$ cat config.mk
export PLATFORM = sky130hd
export DESIGN_NAME = tga_pixel_stream_decoder_unit_flat
export DESIGN_NICKNAME = d
export VERILOG_FILES = /design/src/rtl/tpsd_pkg.sv /design/src/rtl/tpsd_if.sv /design/src/rtl/tpsd_color.sv /design/src/rtl/tpsd_position.sv /design/src/rtl/tga_pixel_stream_decoder_unit.sv /design/src/flat_wrapper.sv
export SDC_FILE = /design/constraint.sdc
export NUM_CORES = 2
export LEC_CHECK = 0
export ABC_CLOCK_PERIOD_IN_PS = 8750
export BUFFER_PORTS_ARGS = -buffer_cell sky130_fd_sc_hd__buf_2
export CAP_MARGIN = 20
export CORE_UTILIZATION = 35
export CTS_BUF_LIST = sky130_fd_sc_hd__clkbuf_8
export DETAILED_ROUTE_END_ITERATION = 8
export PLACE_DENSITY_LB_ADDON = 0.05
export SLEW_MARGIN = 20
export SYNTH_ARGS = -nofsm -noshare
export SYNTH_HDL_FRONTEND = slang
export SYNTH_SLANG_ARGS = --single-unit
$ cat constraint.sdc
create_clock -name clk -period 8.75 [get_ports clk]
set_input_delay 0 -clock clk [delete_from_list [all_inputs] [get_ports clk]]
set_output_delay 0 -clock clk [all_outputs]
set_load 0.01 [all_outputs]
$ cat src/rtl/tpsd_pkg.sv
`default_nettype none
// ----------------------------------------------------------------------------
// tpsd_pkg
// Shared types, register indexes, codes and color helpers of the TGA pixel
// stream decoder.
// ----------------------------------------------------------------------------
package tpsd_pkg;

	localparam int unsigned CFG_INDEX_W = 3;
	localparam int unsigned CFG_DATA_W  = 16;

	localparam logic [CFG_INDEX_W-1:0] REG_IMAGE_WIDTH  = 3'd0;
	localparam logic [CFG_INDEX_W-1:0] REG_IMAGE_HEIGHT = 3'd1;
	localparam logic [CFG_INDEX_W-1:0] REG_PIXEL_FORMAT = 3'd2;
	localparam logic [CFG_INDEX_W-1:0] REG_RLE_ENABLE   = 3'd3;
	localparam logic [CFG_INDEX_W-1:0] REG_ORIGIN_TOP   = 3'd4;
	localparam logic [CFG_INDEX_W-1:0] REG_ORIGIN_RIGHT = 3'd5;

	localparam logic KIND_DATA  = 1'b0;
	localparam logic KIND_DRAIN = 1'b1;

	localparam logic STATUS_PIXEL  = 1'b0;
	localparam logic STATUS_REJECT = 1'b1;

	localparam logic [7:0] COUNT_MASK = 8'h7F;
	localparam int unsigned RUN_BIT   = 7;

	// v * 255 / 31 by reciprocal: ceil(2^20 / 31), exact for 5-bit v
	localparam int unsigned SCALE_NUM   = 255;
	localparam int unsigned RECIP_SHIFT = 20;
	localparam int unsigned RECIP31     = (1 << RECIP_SHIFT) / 31 + 1;

	typedef enum logic [1:0] {
		FMT_GRAY8  = 2'd0,
		FMT_RGB555 = 2'd1,
		FMT_BGR24  = 2'd2,
		FMT_BGRA32 = 2'd3
	} fmt_t;

	typedef struct packed {
		logic [15:0] width;
		logic [15:0] height;
		fmt_t        fmt;
		logic        rle;
		logic        origin_top;
		logic        origin_right;
	} cfg_t;

	typedef struct packed {
		logic [7:0] red;
		logic [7:0] green;
		logic [7:0] blue;
		logic [7:0] alpha;
	} rgba_t;

	typedef struct packed {
		logic [15:0] row;
		logic [15:0] col;
		logic [31:0] addr;
		logic        done;
	} pos_t;

	typedef struct packed {
		logic        status;
		logic [15:0] row;
		logic [15:0] col;
		logic [31:0] pixel_address;
		rgba_t       color;
		logic        image_done;
		logic        run_pending;
	} result_t;

	function automatic logic [7:0] scale5(input logic [4:0] v);
		logic [12:0] prod;
		logic [28:0] quot;
		prod = 13'(v) * 13'(SCALE_NUM);
		quot = 29'(prod) * 29'(RECIP31);
		return quot[RECIP_SHIFT +: 8];
	endfunction

endpackage
`default_nettype wire

$ cat src/rtl/tpsd_if.sv
`default_nettype none
// ----------------------------------------------------------------------------
// tpsd_if
// Valid/ready channels: stream bytes in, decoded pixels out.
// ----------------------------------------------------------------------------
interface tpsd_in_if;
	logic       valid;
	logic       ready;
	logic       kind;
	logic [7:0] data_byte;

	modport source (output valid, output kind, output data_byte, input ready);
	modport sink   (input valid, input kind, input data_byte, output ready);
endinterface

interface tpsd_out_if;
	logic        valid;
	logic        ready;
	logic        status;
	logic [15:0] row;
	logic [15:0] col;
	logic [31:0] pixel_address;
	logic [7:0]  red;
	logic [7:0]  green;
	logic [7:0]  blue;
	logic [7:0]  alpha;
	logic        image_done;
	logic        run_pending;

	modport source (
		output valid, output status, output row, output col, output pixel_address,
		output red, output green, output blue, output alpha, output image_done,
		output run_pending, input ready
	);
	modport sink (
		input valid, input status, input row, input col, input pixel_address,
		input red, input green, input blue, input alpha, input image_done,
		input run_pending, output ready
	);
endinterface
`default_nettype wire

$ cat src/rtl/tpsd_color.sv
`default_nettype none
// ----------------------------------------------------------------------------
// tpsd_color
// Converts assembled pixel bytes of the selected source format to RGBA.
// ----------------------------------------------------------------------------
module tpsd_color import tpsd_pkg::*; (
	input  fmt_t            fmt,
	input  logic [3:0][7:0] pix,
	output rgba_t           color
);

	logic [15:0] word;

	assign word = {pix[1], pix[0]};

	always_comb begin
		unique case (fmt)
			FMT_GRAY8: begin
				color = '{red: pix[0], green: pix[0], blue: pix[0], alpha: 8'hFF};
			end
			FMT_RGB555: begin
				color = '{red: scale5(word[14:10]), green: scale5(word[9:5]),
					blue: scale5(word[4:0]), alpha: 8'hFF};
			end
			FMT_BGR24: begin
				color = '{red: pix[2], green: pix[1], blue: pix[0], alpha: 8'hFF};
			end
			FMT_BGRA32: begin
				color = '{red: pix[2], green: pix[1], blue: pix[0], alpha: pix[3]};
			end
			default: begin
				color = '{red: pix[0], green: pix[0], blue: pix[0], alpha: 8'hFF};
			end
		endcase
	end

endmodule
`default_nettype wire

$ cat src/rtl/tpsd_position.sv
`default_nettype none
// ----------------------------------------------------------------------------
// tpsd_position
// Row, column and pixel counters with origin flip, address and image end.
// ----------------------------------------------------------------------------
module tpsd_position import tpsd_pkg::*; (
	input  logic clk,
	input  logic arst_n,
	input  cfg_t cfg,
	input  logic step,
	output pos_t pos
);

	logic [15:0] row_q;
	logic [15:0] col_q;
	logic [31:0] count_q;
	logic [31:0] total;
	logic [15:0] col_inc;
	logic [31:0] count_inc;
	logic [15:0] row_flip;
	logic [15:0] col_flip;

	assign row_flip  = cfg.origin_top ? row_q : 16'(cfg.height - 16'd1 - row_q);
	assign col_flip  = cfg.origin_right ? 16'(cfg.width - 16'd1 - col_q) : col_q;
	assign col_inc   = 16'(col_q + 16'd1);
	assign count_inc = 32'(count_q + 32'd1);
	assign total     = 32'(cfg.width) * 32'(cfg.height);

	assign pos.row  = row_flip;
	assign pos.col  = col_flip;
	assign pos.addr = 32'(32'(row_flip) * 32'(cfg.width) + 32'(col_flip));
	assign pos.done = (count_inc >= total);

	always_ff @(posedge clk or negedge arst_n) begin
		if (!arst_n) begin
			row_q   <= '0;
			col_q   <= '0;
			count_q <= '0;
		end else begin
			if (step) begin
				if (pos.done) begin
					row_q   <= '0;
					col_q   <= '0;
					count_q <= '0;
				end else begin
					count_q <= count_inc;
					if (col_inc >= cfg.width) begin
						col_q <= '0;
						row_q <= 16'(row_q + 16'd1);
					end else begin
						col_q <= col_inc;
					end
				end
			end
		end
	end

endmodule
`default_nettype wire

$ cat src/rtl/tga_pixel_stream_decoder_unit.sv
`default_nettype none
// ----------------------------------------------------------------------------
// tga_pixel_stream_decoder_unit
// Decodes raw or RLE coded TGA pixel bytes into positioned RGBA pixels.
// ----------------------------------------------------------------------------
// Each accepted beat that yields a result is registered straight into the output register.
// Throughput: one beat per cycle; the output register stalls input only while
// a result is held and the sink is not ready.
// Reset: arst_n clears packet state, counters and output valid, and loads the
// configuration defaults (1x1 image, gray8, raw, bottom-left origin).
module tga_pixel_stream_decoder_unit import tpsd_pkg::*; (
	input  logic                   clk,
	input  logic                   arst_n,
	input  logic                   cfg_write,
	input  logic [CFG_INDEX_W-1:0] cfg_index,
	input  logic [CFG_DATA_W-1:0]  cfg_data,
	tpsd_in_if.sink                stream,
	tpsd_out_if.source             pixels
);

	cfg_t        cfg_q;
	logic        await_q, await_n;
	logic        is_run_q, is_run_n;
	logic        loaded_q, loaded_n;
	logic [7:0]  left_q, left_n;
	logic [1:0]  slot_q, slot_n;
	logic [7:0]  store_q [3];
	rgba_t       run_color_q, run_color_n;
	result_t     res_q;
	logic        res_valid_q;

	logic            accept;
	logic            emit;
	logic            reject;
	logic            store_we;
	logic [7:0]      left_dec;
	logic [3:0][7:0] pix;
	rgba_t           decoded;
	rgba_t           color_sel;
	pos_t            pos;

	assign accept       = stream.valid && stream.ready;
	assign stream.ready = !res_valid_q || pixels.ready;
	assign left_dec     = 8'(left_q - 8'd1);

	always_comb begin
		for (int i = 0; i < 3; i++) begin
			if (slot_q == 2'(i)) begin
				pix[i] = stream.data_byte;
			end else begin
				pix[i] = store_q[i];
			end
		end
		pix[3] = stream.data_byte;
	end

	tpsd_color u_color (
		.fmt   (cfg_q.fmt),
		.pix   (pix),
		.color (decoded)
	);

	tpsd_position u_position (
		.clk    (clk),
		.arst_n (arst_n),
		.cfg    (cfg_q),
		.step   (emit),
		.pos    (pos)
	);

	always_comb begin
		await_n     = await_q;
		is_run_n    = is_run_q;
		loaded_n    = loaded_q;
		left_n      = left_q;
		slot_n      = slot_q;
		run_color_n = run_color_q;
		emit        = 1'b0;
		reject      = 1'b0;
		store_we    = 1'b0;
		color_sel   = run_color_q;
		if (accept) begin
			priority if (stream.kind == KIND_DRAIN) begin
				if (loaded_q) begin
					left_n = left_dec;
					if (left_dec == 8'd0) begin
						loaded_n = 1'b0;
						await_n  = 1'b1;
					end
					emit = 1'b1;
				end
			end else if (loaded_q) begin
				reject = 1'b1;
			end else if (cfg_q.rle && await_q) begin
				left_n   = 8'((stream.data_byte & COUNT_MASK) + 8'd1);
				is_run_n = stream.data_byte[RUN_BIT];
				await_n  = 1'b0;
				slot_n   = '0;
			end else begin
				store_we = 1'b1;
				if (slot_q < 2'(cfg_q.fmt)) begin
					slot_n = 2'(slot_q + 2'd1);
				end else begin
					slot_n    = '0;
					color_sel = decoded;
					emit      = 1'b1;
					if (cfg_q.rle) begin
						left_n = left_dec;
						if (left_dec == 8'd0) begin
							await_n = 1'b1;
						end else if (is_run_q) begin
							run_color_n = decoded;
							loaded_n    = 1'b1;
						end
					end
				end
			end
			if (emit && pos.done) begin
				await_n  = 1'b1;
				is_run_n = 1'b0;
				loaded_n = 1'b0;
				left_n   = '0;
				slot_n   = '0;
			end
		end
	end

	always_ff @(posedge clk) begin
		if (store_we && slot_q != 2'd3) begin
			store_q[slot_q] <= stream.data_byte;
		end
	end

	always_ff @(posedge clk or negedge arst_n) begin
		if (!arst_n) begin
			cfg_q       <= '{width: 16'd1, height: 16'd1, fmt: FMT_GRAY8, rle: 1'b0,
				origin_top: 1'b0, origin_right: 1'b0};
			await_q     <= 1'b1;
			is_run_q    <= 1'b0;
			loaded_q    <= 1'b0;
			left_q      <= '0;
			slot_q      <= '0;
			run_color_q <= '0;
			res_valid_q <= 1'b0;
		end else begin
			if (cfg_write) begin
				unique case (cfg_index)
					REG_IMAGE_WIDTH:  cfg_q.width        <= cfg_data;
					REG_IMAGE_HEIGHT: cfg_q.height       <= cfg_data;
					REG_PIXEL_FORMAT: cfg_q.fmt          <= fmt_t'(cfg_data[1:0]);
					REG_RLE_ENABLE:   cfg_q.rle          <= cfg_data[0];
					REG_ORIGIN_TOP:   cfg_q.origin_top   <= cfg_data[0];
					REG_ORIGIN_RIGHT: cfg_q.origin_right <= cfg_data[0];
					default: begin
					end
				endcase
			end
			await_q     <= await_n;
			is_run_q    <= is_run_n;
			loaded_q    <= loaded_n;
			left_q      <= left_n;
			slot_q      <= slot_n;
			run_color_q <= run_color_n;
			if (emit || reject) begin
				res_valid_q <= 1'b1;
			end else if (pixels.ready) begin
				res_valid_q <= 1'b0;
			end
		end
	end

	always_ff @(posedge clk) begin
		if (emit) begin
			res_q <= '{status: STATUS_PIXEL, row: pos.row, col: pos.col,
				pixel_address: pos.addr, color: color_sel, image_done: pos.done,
				run_pending: loaded_n};
		end else if (reject) begin
			res_q <= '{status: STATUS_REJECT, row: '0, col: '0, pixel_address: '0,
				color: '0, image_done: 1'b0, run_pending: 1'b1};
		end
	end

	assign pixels.valid         = res_valid_q;
	assign pixels.status        = res_q.status;
	assign pixels.row           = res_q.row;
	assign pixels.col           = res_q.col;
	assign pixels.pixel_address = res_q.pixel_address;
	assign pixels.red           = res_q.color.red;
	assign pixels.green         = res_q.color.green;
	assign pixels.blue          = res_q.color.blue;
	assign pixels.alpha         = res_q.color.alpha;
	assign pixels.image_done    = res_q.image_done;
	assign pixels.run_pending   = res_q.run_pending;

endmodule
`default_nettype wire

$ cat src/flat_wrapper.sv
// flat-port wrapper written by rule: the top's interface ports become plain ports
module tga_pixel_stream_decoder_unit_flat import tpsd_pkg::*;
  (clk, arst_n, cfg_write, cfg_index, cfg_data, stream_valid, stream_kind, stream_data_byte, stream_ready, pixels_valid, pixels_status, pixels_row, pixels_col, pixels_pixel_address, pixels_red, pixels_green, pixels_blue, pixels_alpha, pixels_image_done, pixels_run_pending, pixels_ready);
  tpsd_in_if stream_i ();
  tpsd_out_if pixels_i ();
  input  logic clk;
  input  logic arst_n;
  input  logic cfg_write;
  input  logic [CFG_INDEX_W-1:0] cfg_index;
  input  logic [CFG_DATA_W-1:0] cfg_data;
  input wire logic [$bits(stream_i.valid)-1:0] stream_valid;
  input wire logic [$bits(stream_i.kind)-1:0] stream_kind;
  input wire logic [$bits(stream_i.data_byte)-1:0] stream_data_byte;
  output wire logic [$bits(stream_i.ready)-1:0] stream_ready;
  output wire logic [$bits(pixels_i.valid)-1:0] pixels_valid;
  output wire logic [$bits(pixels_i.status)-1:0] pixels_status;
  output wire logic [$bits(pixels_i.row)-1:0] pixels_row;
  output wire logic [$bits(pixels_i.col)-1:0] pixels_col;
  output wire logic [$bits(pixels_i.pixel_address)-1:0] pixels_pixel_address;
  output wire logic [$bits(pixels_i.red)-1:0] pixels_red;
  output wire logic [$bits(pixels_i.green)-1:0] pixels_green;
  output wire logic [$bits(pixels_i.blue)-1:0] pixels_blue;
  output wire logic [$bits(pixels_i.alpha)-1:0] pixels_alpha;
  output wire logic [$bits(pixels_i.image_done)-1:0] pixels_image_done;
  output wire logic [$bits(pixels_i.run_pending)-1:0] pixels_run_pending;
  input wire logic [$bits(pixels_i.ready)-1:0] pixels_ready;
  assign stream_i.valid = stream_valid;
  assign stream_i.kind = stream_kind;
  assign stream_i.data_byte = stream_data_byte;
  assign stream_ready = stream_i.ready;
  assign pixels_valid = pixels_i.valid;
  assign pixels_status = pixels_i.status;
  assign pixels_row = pixels_i.row;
  assign pixels_col = pixels_i.col;
  assign pixels_pixel_address = pixels_i.pixel_address;
  assign pixels_red = pixels_i.red;
  assign pixels_green = pixels_i.green;
  assign pixels_blue = pixels_i.blue;
  assign pixels_alpha = pixels_i.alpha;
  assign pixels_image_done = pixels_i.image_done;
  assign pixels_run_pending = pixels_i.run_pending;
  assign pixels_i.ready = pixels_ready;
  tga_pixel_stream_decoder_unit u_core (.clk(clk), .arst_n(arst_n), .cfg_write(cfg_write), .cfg_index(cfg_index), .cfg_data(cfg_data), .stream(stream_i), .pixels(pixels_i));
endmodule
[After elaboration in Yosys (flattened, before gate mapping)]
Memories as Yosys holds them, arrays and structs flattened.
Index checks and enable logic that the tools add are counted.
Operators by class
  bitwise operators: 5
  eq/ne operators: 16
  add/sub/neg operators: 11
  reductions and logical operators: 27
  multiply operators: 8
  mux-type cells: 70
  $lt $le $gt $ge: 3
Operators by type and width (number)
  98-bit 2-to-1 mux: 2
  32-bit 2-to-1 mux: 6
  32-bit case mux with 4 select lines: 1
  16-bit 2-to-1 mux: 6
  13-bit by 15-bit multiplier with 27-bit output, second input constant: 3
  8-bit 2-to-1 mux: 10
  16-bit by 16-bit multiplier with 32-bit output: 2
  1-bit 2-to-1 mux: 40
  5-bit by 8-bit multiplier with 13-bit output, second input constant: 3
  16-bit by 1-bit adder with 16-bit output, second input constant: 2
  32-bit by 1-bit adder with 32-bit output, second input constant: 1
  32-bit by 16-bit adder with 32-bit output: 1
  32-bit greater-or-equal comparator: 1
  16-bit by 1-bit subtractor with 16-bit output, second input constant: 2
  16-bit subtractor: 2
  16-bit greater-or-equal comparator: 1
  2-bit AND reduction: 7
  2-bit 2-to-1 mux: 5
  7-bit by 1-bit adder with 8-bit output, second input constant: 1
  8-bit logical NOT: 1
  8-bit AND reduction: 1
  2-bit nonzero test: 4
  8-bit by 1-bit subtractor with 8-bit output, second input constant: 1
  2-bit == test, second input constant: 3
  21 further kinds: 34
Storage, ports and cells
  input bits: 33
  RAM bits: 24
  bits in registers: 246
  word-level logic and storage cells: 170
  output and inout port bits: 101
  memories: 1
Memories
  u_core.store_q: depth 3, bits a word 8, read ports 3, clocked after Yosys merged registers in 0, wr ports 1, RTL line tga_pixel_stream_decoder_unit.sv:27  | logic [7:0] store_q [3];

[Longest topological paths before layout]
  depth after elaboration: 11
  mapped depth: 37
  depth with buffers taken out: 35

[Hierarchy]
From an unflattened synthesis, not the netlist that was laid out.
Unflattened totals
  cells, all modules: 4217
  area total of the unflattened synthesis: 39182.6 um2
By module, submodules not included
  tpsd_position: cells each 2809, instances 1, area each 23643.9 um2
  tga_pixel_stream_decoder_unit: cells each 637, instances 1, area each 8833.5 um2
  tpsd_color: cells each 771, instances 1, area each 6705.2 um2

[Worst setup path before layout]
Ideal clock, no wire load.
  kind: flip-flop to flip-flop
  start point: register u_core.cfg_q[6] (netlist name)
  end point: register u_core.res_q (netlist bit u_core.pixels.pixel_address[30]), data pin
  slack: 624 ps
  stages on the path, launching flop included: 33
  data required time: 8484 ps
  arrival time: 7860 ps
  buffers on the path: 2
  clock period less this slack: 8126 ps
  library setup time: 266 ps
  cell sequence: dfrtp_1 clkbuf_1 clkinv_1 fa_1 nor2b_1 o21ai_0 a21boi_1 o21ai_1 a211oi_1 o21bai_1 and4_1 o31ai_2 buf_2 nand2_1 fa_1 inv_1 fa_1 inv_1 fa_1 fa_1 fa_1 inv_1 fa_1 ha_1 and3_1 o31ai_1 a21oi_1 nor3_1 a21oi_1 o41ai_1 o21ai_0 xnor2_1 nor2_1
Between the ends
  longest elaborated chain between the ends: 6
RTL lines
  from (decl): RTL line tga_pixel_stream_decoder_unit.sv:21  | cfg_t cfg_q;
  from (signal assigned): RTL line tga_pixel_stream_decoder_unit.sv:136  | cfg_q <= '{width: 16'd1, height: 16'd1, fmt: FMT_GRAY8, rle: 1'b0,
  16-bit by 1-bit subtractor with 16-bit output: RTL line tpsd_position.sv:23  | assign row_flip = cfg.origin_top ? row_q : 16'(cfg.height - 16'd1 - row_q);
  16-bit subtractor: RTL line tpsd_position.sv:23
  16-bit 2-to-1 mux: RTL line tpsd_position.sv:23
  16-bit by 16-bit multiplier with 32-bit output: RTL line tpsd_position.sv:31  | assign pos.addr = 32'(32'(row_flip) * 32'(cfg.width) + 32'(col_flip));
  32-bit by 16-bit adder with 32-bit output: RTL line tpsd_position.sv:31
  98-bit 2-to-1 mux: RTL line tga_pixel_stream_decoder_unit.sv:173  | if (emit) begin
  to (signal assigned): RTL line tga_pixel_stream_decoder_unit.sv:174  | res_q <= '{status: STATUS_PIXEL, row: pos.row, col: pos.col,
  to (signal assigned): RTL line tga_pixel_stream_decoder_unit.sv:178  | res_q <= '{status: STATUS_REJECT, row: '0, col: '0, pixel_address: '0,
  to (decl): RTL line tga_pixel_stream_decoder_unit.sv:29  | result_t res_q;
Every way passes these cells.
A chain may end at the register's enable or synchronous reset.

[Final worst setup path]
  start point: register u_core.cfg_q[28] (netlist name)
  end point: register u_core.u_position.row_q[13]
Between the ends
  longest elaborated chain between the ends: 4
RTL lines
  16-bit by 16-bit multiplier with 32-bit output: RTL line tpsd_position.sv:27  | assign total = 32'(cfg.width) * 32'(cfg.height);
  32-bit greater-or-equal comparator: RTL line tpsd_position.sv:32  | assign pos.done = (count_inc >= total);
  2-bit nonzero test (no line)
  2-bit AND reduction (no line)
  to (signal assigned): RTL line tpsd_position.sv:49  | row_q <= 16'(row_q + 16'd1);
  to (decl): RTL line tpsd_position.sv:14  | logic [15:0] row_q;
Parallel ways exist; a longest one is shown, timed or not.

==> flow_results.org <==
** Flow run
- Max-cap check violation count :: 0

** STA
- Based on the critical path, the design can be clocked at up to 0.119 GHz.
- Slew Limit Fails :: 0
- Setup violations remaining at the end of the flow were counted as 0.
- Max Clock Skew :: 67.7 ps
- The number of hold violations in the final report is 0.
- Headroom to the max-slew limit came out at 0.279.
- Final worst-path cycle share :: 0.961
- Transition time at the pin with the least slew margin :: ~1100 ps
- Min cycle time layout :: roughly 8400 ps

** Clock tree
- Number of buffers added by the clock tree synthesis step :: 56
- The cell sitting at the root of the clock tree is a clkbuf_8.
- After clock tree synthesis, the clock-pin slew on the worst setup and hold paths is 70 ps.
- The longest clock path from root to sink contains 3 buffers.
- Number of clock sinks :: 270
- For the worst-skew pair, the clock arrives at the later sink with an insertion delay of ~760 ps.
- Depth of the CTS H-tree :: 2
- TritonCTS clock tree :: built

** Global route
- The first global-routing pass estimated 182 mm of wire.
- Maximum number of pins on one net before global-route repair :: between 70 and 80
- Across every metal layer, demand over resource in global routing totals 0.208.
- The number of antenna violations at the first check in global routing is 2.
- Number of global-route vias before repair :: a little over 30000
- Summed over all layers, the global routing overflow is 0.

** Route
- First-iteration detailed-routing DRC count :: 1513
- Post-Route WL :: 113 mm
- Met3 WL post-DR :: 3.26 mm
- Avg Vias per Cell :: 4.86
- In the routed design, unresolved DRC markers number 0.
- Wire segments on met2 add up to 50.1 mm in the final route.
- For this block, the via count after detailed routing is between 20000 and 30000.
- Remaining antenna violation count :: 0
- Post-route met1 wirelength :: 58.3 mm
- Routed signal wires occupy layers up through met4.
- Dividing the detail-routed wire length by the instance count gives 18.8 um.
- Length of the first detailed-routing pass in iterations :: 5

** Synth
- Post-synth EDFFs :: 122
- Post-synthesis simple-gate area fraction :: 0.147
- Share of the synthesized area in compound gates (AO/OA/AOI/OAI) :: 0.110
- Proportion of synthesized chip area in sequential cells :: 0.191
- Most frequent cell after synthesis :: inv_1
- Number of different library cells in the post-synthesis netlist :: 96
- Leading cell types by total area after synthesis :: fa_1 24%, ha_1 17%, edfxtp_1 9.5%, dfrtp_1 9.3%, inv_1 6.8%
- Of the total synthesized cell area, the portion taken by XOR and XNOR cells is 0.0370.
- Area share of fa/ha/maj cells after synthesis :: 0.410
- Measured against the total synthesized area, the mux share comes to 0.0218.
- Flip-flop and latch count after synthesis :: 270
- Average instance area after synthesis :: 9.19 sq um
- Netlist area before placement :: 38600 sq um
- Main synth FF type :: dfrtp_1
- The Yosys step of the flow raised 0 warnings.
- Library cell occupying the most area in the post-synthesis netlist :: fa_1
- Counting flops with an async set or reset pin after synthesis yields a share of 0.544.
- Post-synthesis instance total :: between 4000 and 5000
- After synthesis, the largest family of logic cells by area is adder cells.
- In the synthesized netlist, the cells that appear most often are 696 x inv_1, 534 x ha_1, 521 x nand2_1.
- Area share of the largest cell type after synthesis :: 0.237
- Synthesized Nets :: approximately 5200

** Hold path
- The worst hold path belongs to the class in2reg.

** Setup path
- STA puts the critical path data required time at 9380 ps.
- Worst path most repeated cell :: fa_1
- Of all nets on the critical path, the largest fanout is 10.
- Arrival time of data at the critical path endpoint :: 9040 ps
- On the worst path, the slowest cell contributes a delay of between 500 and 600 ps.
- The worst setup path is launched from a flip-flop.
- The critical path is of the reg2reg type.
- Worst-path cell with the longest stage delay :: fa_1
- The worst setup path is captured at a flip-flop.

** Floorplan
- Starting Density :: 0.354
- In this run the horizontal extent of the chip is 334 um.
- In this run the vertical extent of the chip is approximately 330 um.
- For this design the top-level I/O count stands at 134.
- Count of standard-cell rows :: 121
- Die Outline Area :: between 100000 and 150000 sq um
- The region available for standard cell placement spans 109000 sq um.

** Placed design
- IO buf count :: 133
- Once placement finished, the instance area stood at around 42000 sq um.
- Final HPWL from detailed placement :: between 90 and 100 mm
- Final weighted congestion in routability-driven placement :: roughly 0.84

** Cells and area
- In the final layout, the share of cells above drive strength 1 is 0.132.
- Relative area change from synthesis to final layout :: 15.2%
- Number of nets at the end of the flow :: 5545
- Summing all non-filler instances in the final layout gives an area of 44500 sq um.

** Run status
- The flow ran to the end, and the final reports show no timing, DRC or antenna violations.
[metal layers]
metal	vias to the layer above	global-route usage
met5	-	0
met4	0	0.0382
met3	81	0.0207
met2	360	0.325
met1	14600	0.312
li1	14400	-
[through the flow]
step                      hold slack [ps]  std cells   util  setup WS, ps  TNS, ps
after global placement              -31.1       5872  0.388           129        0
after global routing                 58.4       6046  0.408         -39.8     -159
after detailed placement            -34.1       5872  0.388          87.9        0
final                                75.2       6046  0.408           344        0
after floorplan                      -296       4202      -           624        0
after CTS                            10.8       6036  0.404          58.1        0
[cells by family after synthesis]
family	after synthesis
AOI/OAI and AO/OA	656
xor gates and xnor gates	163
adders and majority gates	991
buffers and inverters	854
DFF	270
muxes	73
and+or+nand+nor	1195
[registers in the layout, summed over array words and instances, names as in the netlist, 8 cells and up]
name and cells:
u_core.cfg_q 37, u_core.pixels.pixel_address 32, u_core.run_color_q 32, u_core.u_position.count_q 32, u_core.store_q 24, u_core.pixels.col 16
u_core.pixels.row 16, u_core.u_position.col_q 16, u_core.u_position.row_q 16, u_core.left_q 8, u_core.pixels.alpha 8, u_core.pixels.blue 8
u_core.pixels.green 8, u_core.pixels.red 8
[layout make-up]
cell class | count | area (sq um)
Fill cell | 11100 | 64700
Multi-Input combinational cell | 3078 | 28300
Sequential cell | 270 | 7380
Timing Repair Buffer | 415 | 3100
Inverter | 700 | 2630
Tap cell | 1476 | 1850
Clock buffer | 64 | 881
Clock inverter | 42 | 313
Antenna cell | 1 | 2.50
[path summary, 6_finish.rpt]
path                                                     to  cells past startpoint                    from  slack (ps)
worst max-delay path            u_core.u_position.row_q[13]                     32        u_core.cfg_q[28]         340
worst min-delay path                       u_core.cfg_q[18]                      3            cfg_data[13]          80
worst max register to register  u_core.u_position.row_q[13]                     32        u_core.cfg_q[28]         340
worst min register to register       u_core.run_color_q[17]                      2  u_core.run_color_q[17]         480
max in group asynchronous                  u_core.cfg_q[25]                      5                  arst_n        6770
min in group asynchronous            u_core.run_color_q[14]                      4                  arst_n         350
[layout by cell type (no fill, tap or decap), drive strengths merged, types with 7 or more instances in the layout]
cell type,instances
a31oi,24
and4,11
dlygate4sd3,57
a21boi,11
nand2,521
buf,358
nor4,9
nor3,44
o21bai,20
edfxtp,122
fa,457
o211ai,19
o31ai,23
o2111ai,7
nand2b,24
a21o,66
mux2,40
a22o,19
nand3,52
dfrtp,144
and2,210
xor2,51
nor3b,10
xnor2,112
ha,534
nor2b,19
clkbuf,64
o21a,28
inv,714
or3,19
or2,9
nand4,20
clkinv,22
a211oi,13
a21oi,156
nor2,207
mux2i,33
o21ai,200
and3,24
[worst max-delay path, delay by kind of cell (launching register included)]
family,cells,cell delay (ps)
adders and majority gates,8,3810
AOI/OAI and AO/OA,10,1960
and+or+nand+nor,6,1160
buffers and inverters,7,810
DFF,1,460
xor gates and xnor gates,1,150
[what timing repair did]
action,in CTS,in global routing
setup buffers,0,8
endpoints found under the setup margin,0,110
resized for setup,0,79
hold buffers,58,0
hold endpoints to repair,204,0
Power is not shown: default switching activity piles up to over one toggle a cycle in this logic, so the estimate is an artifact.
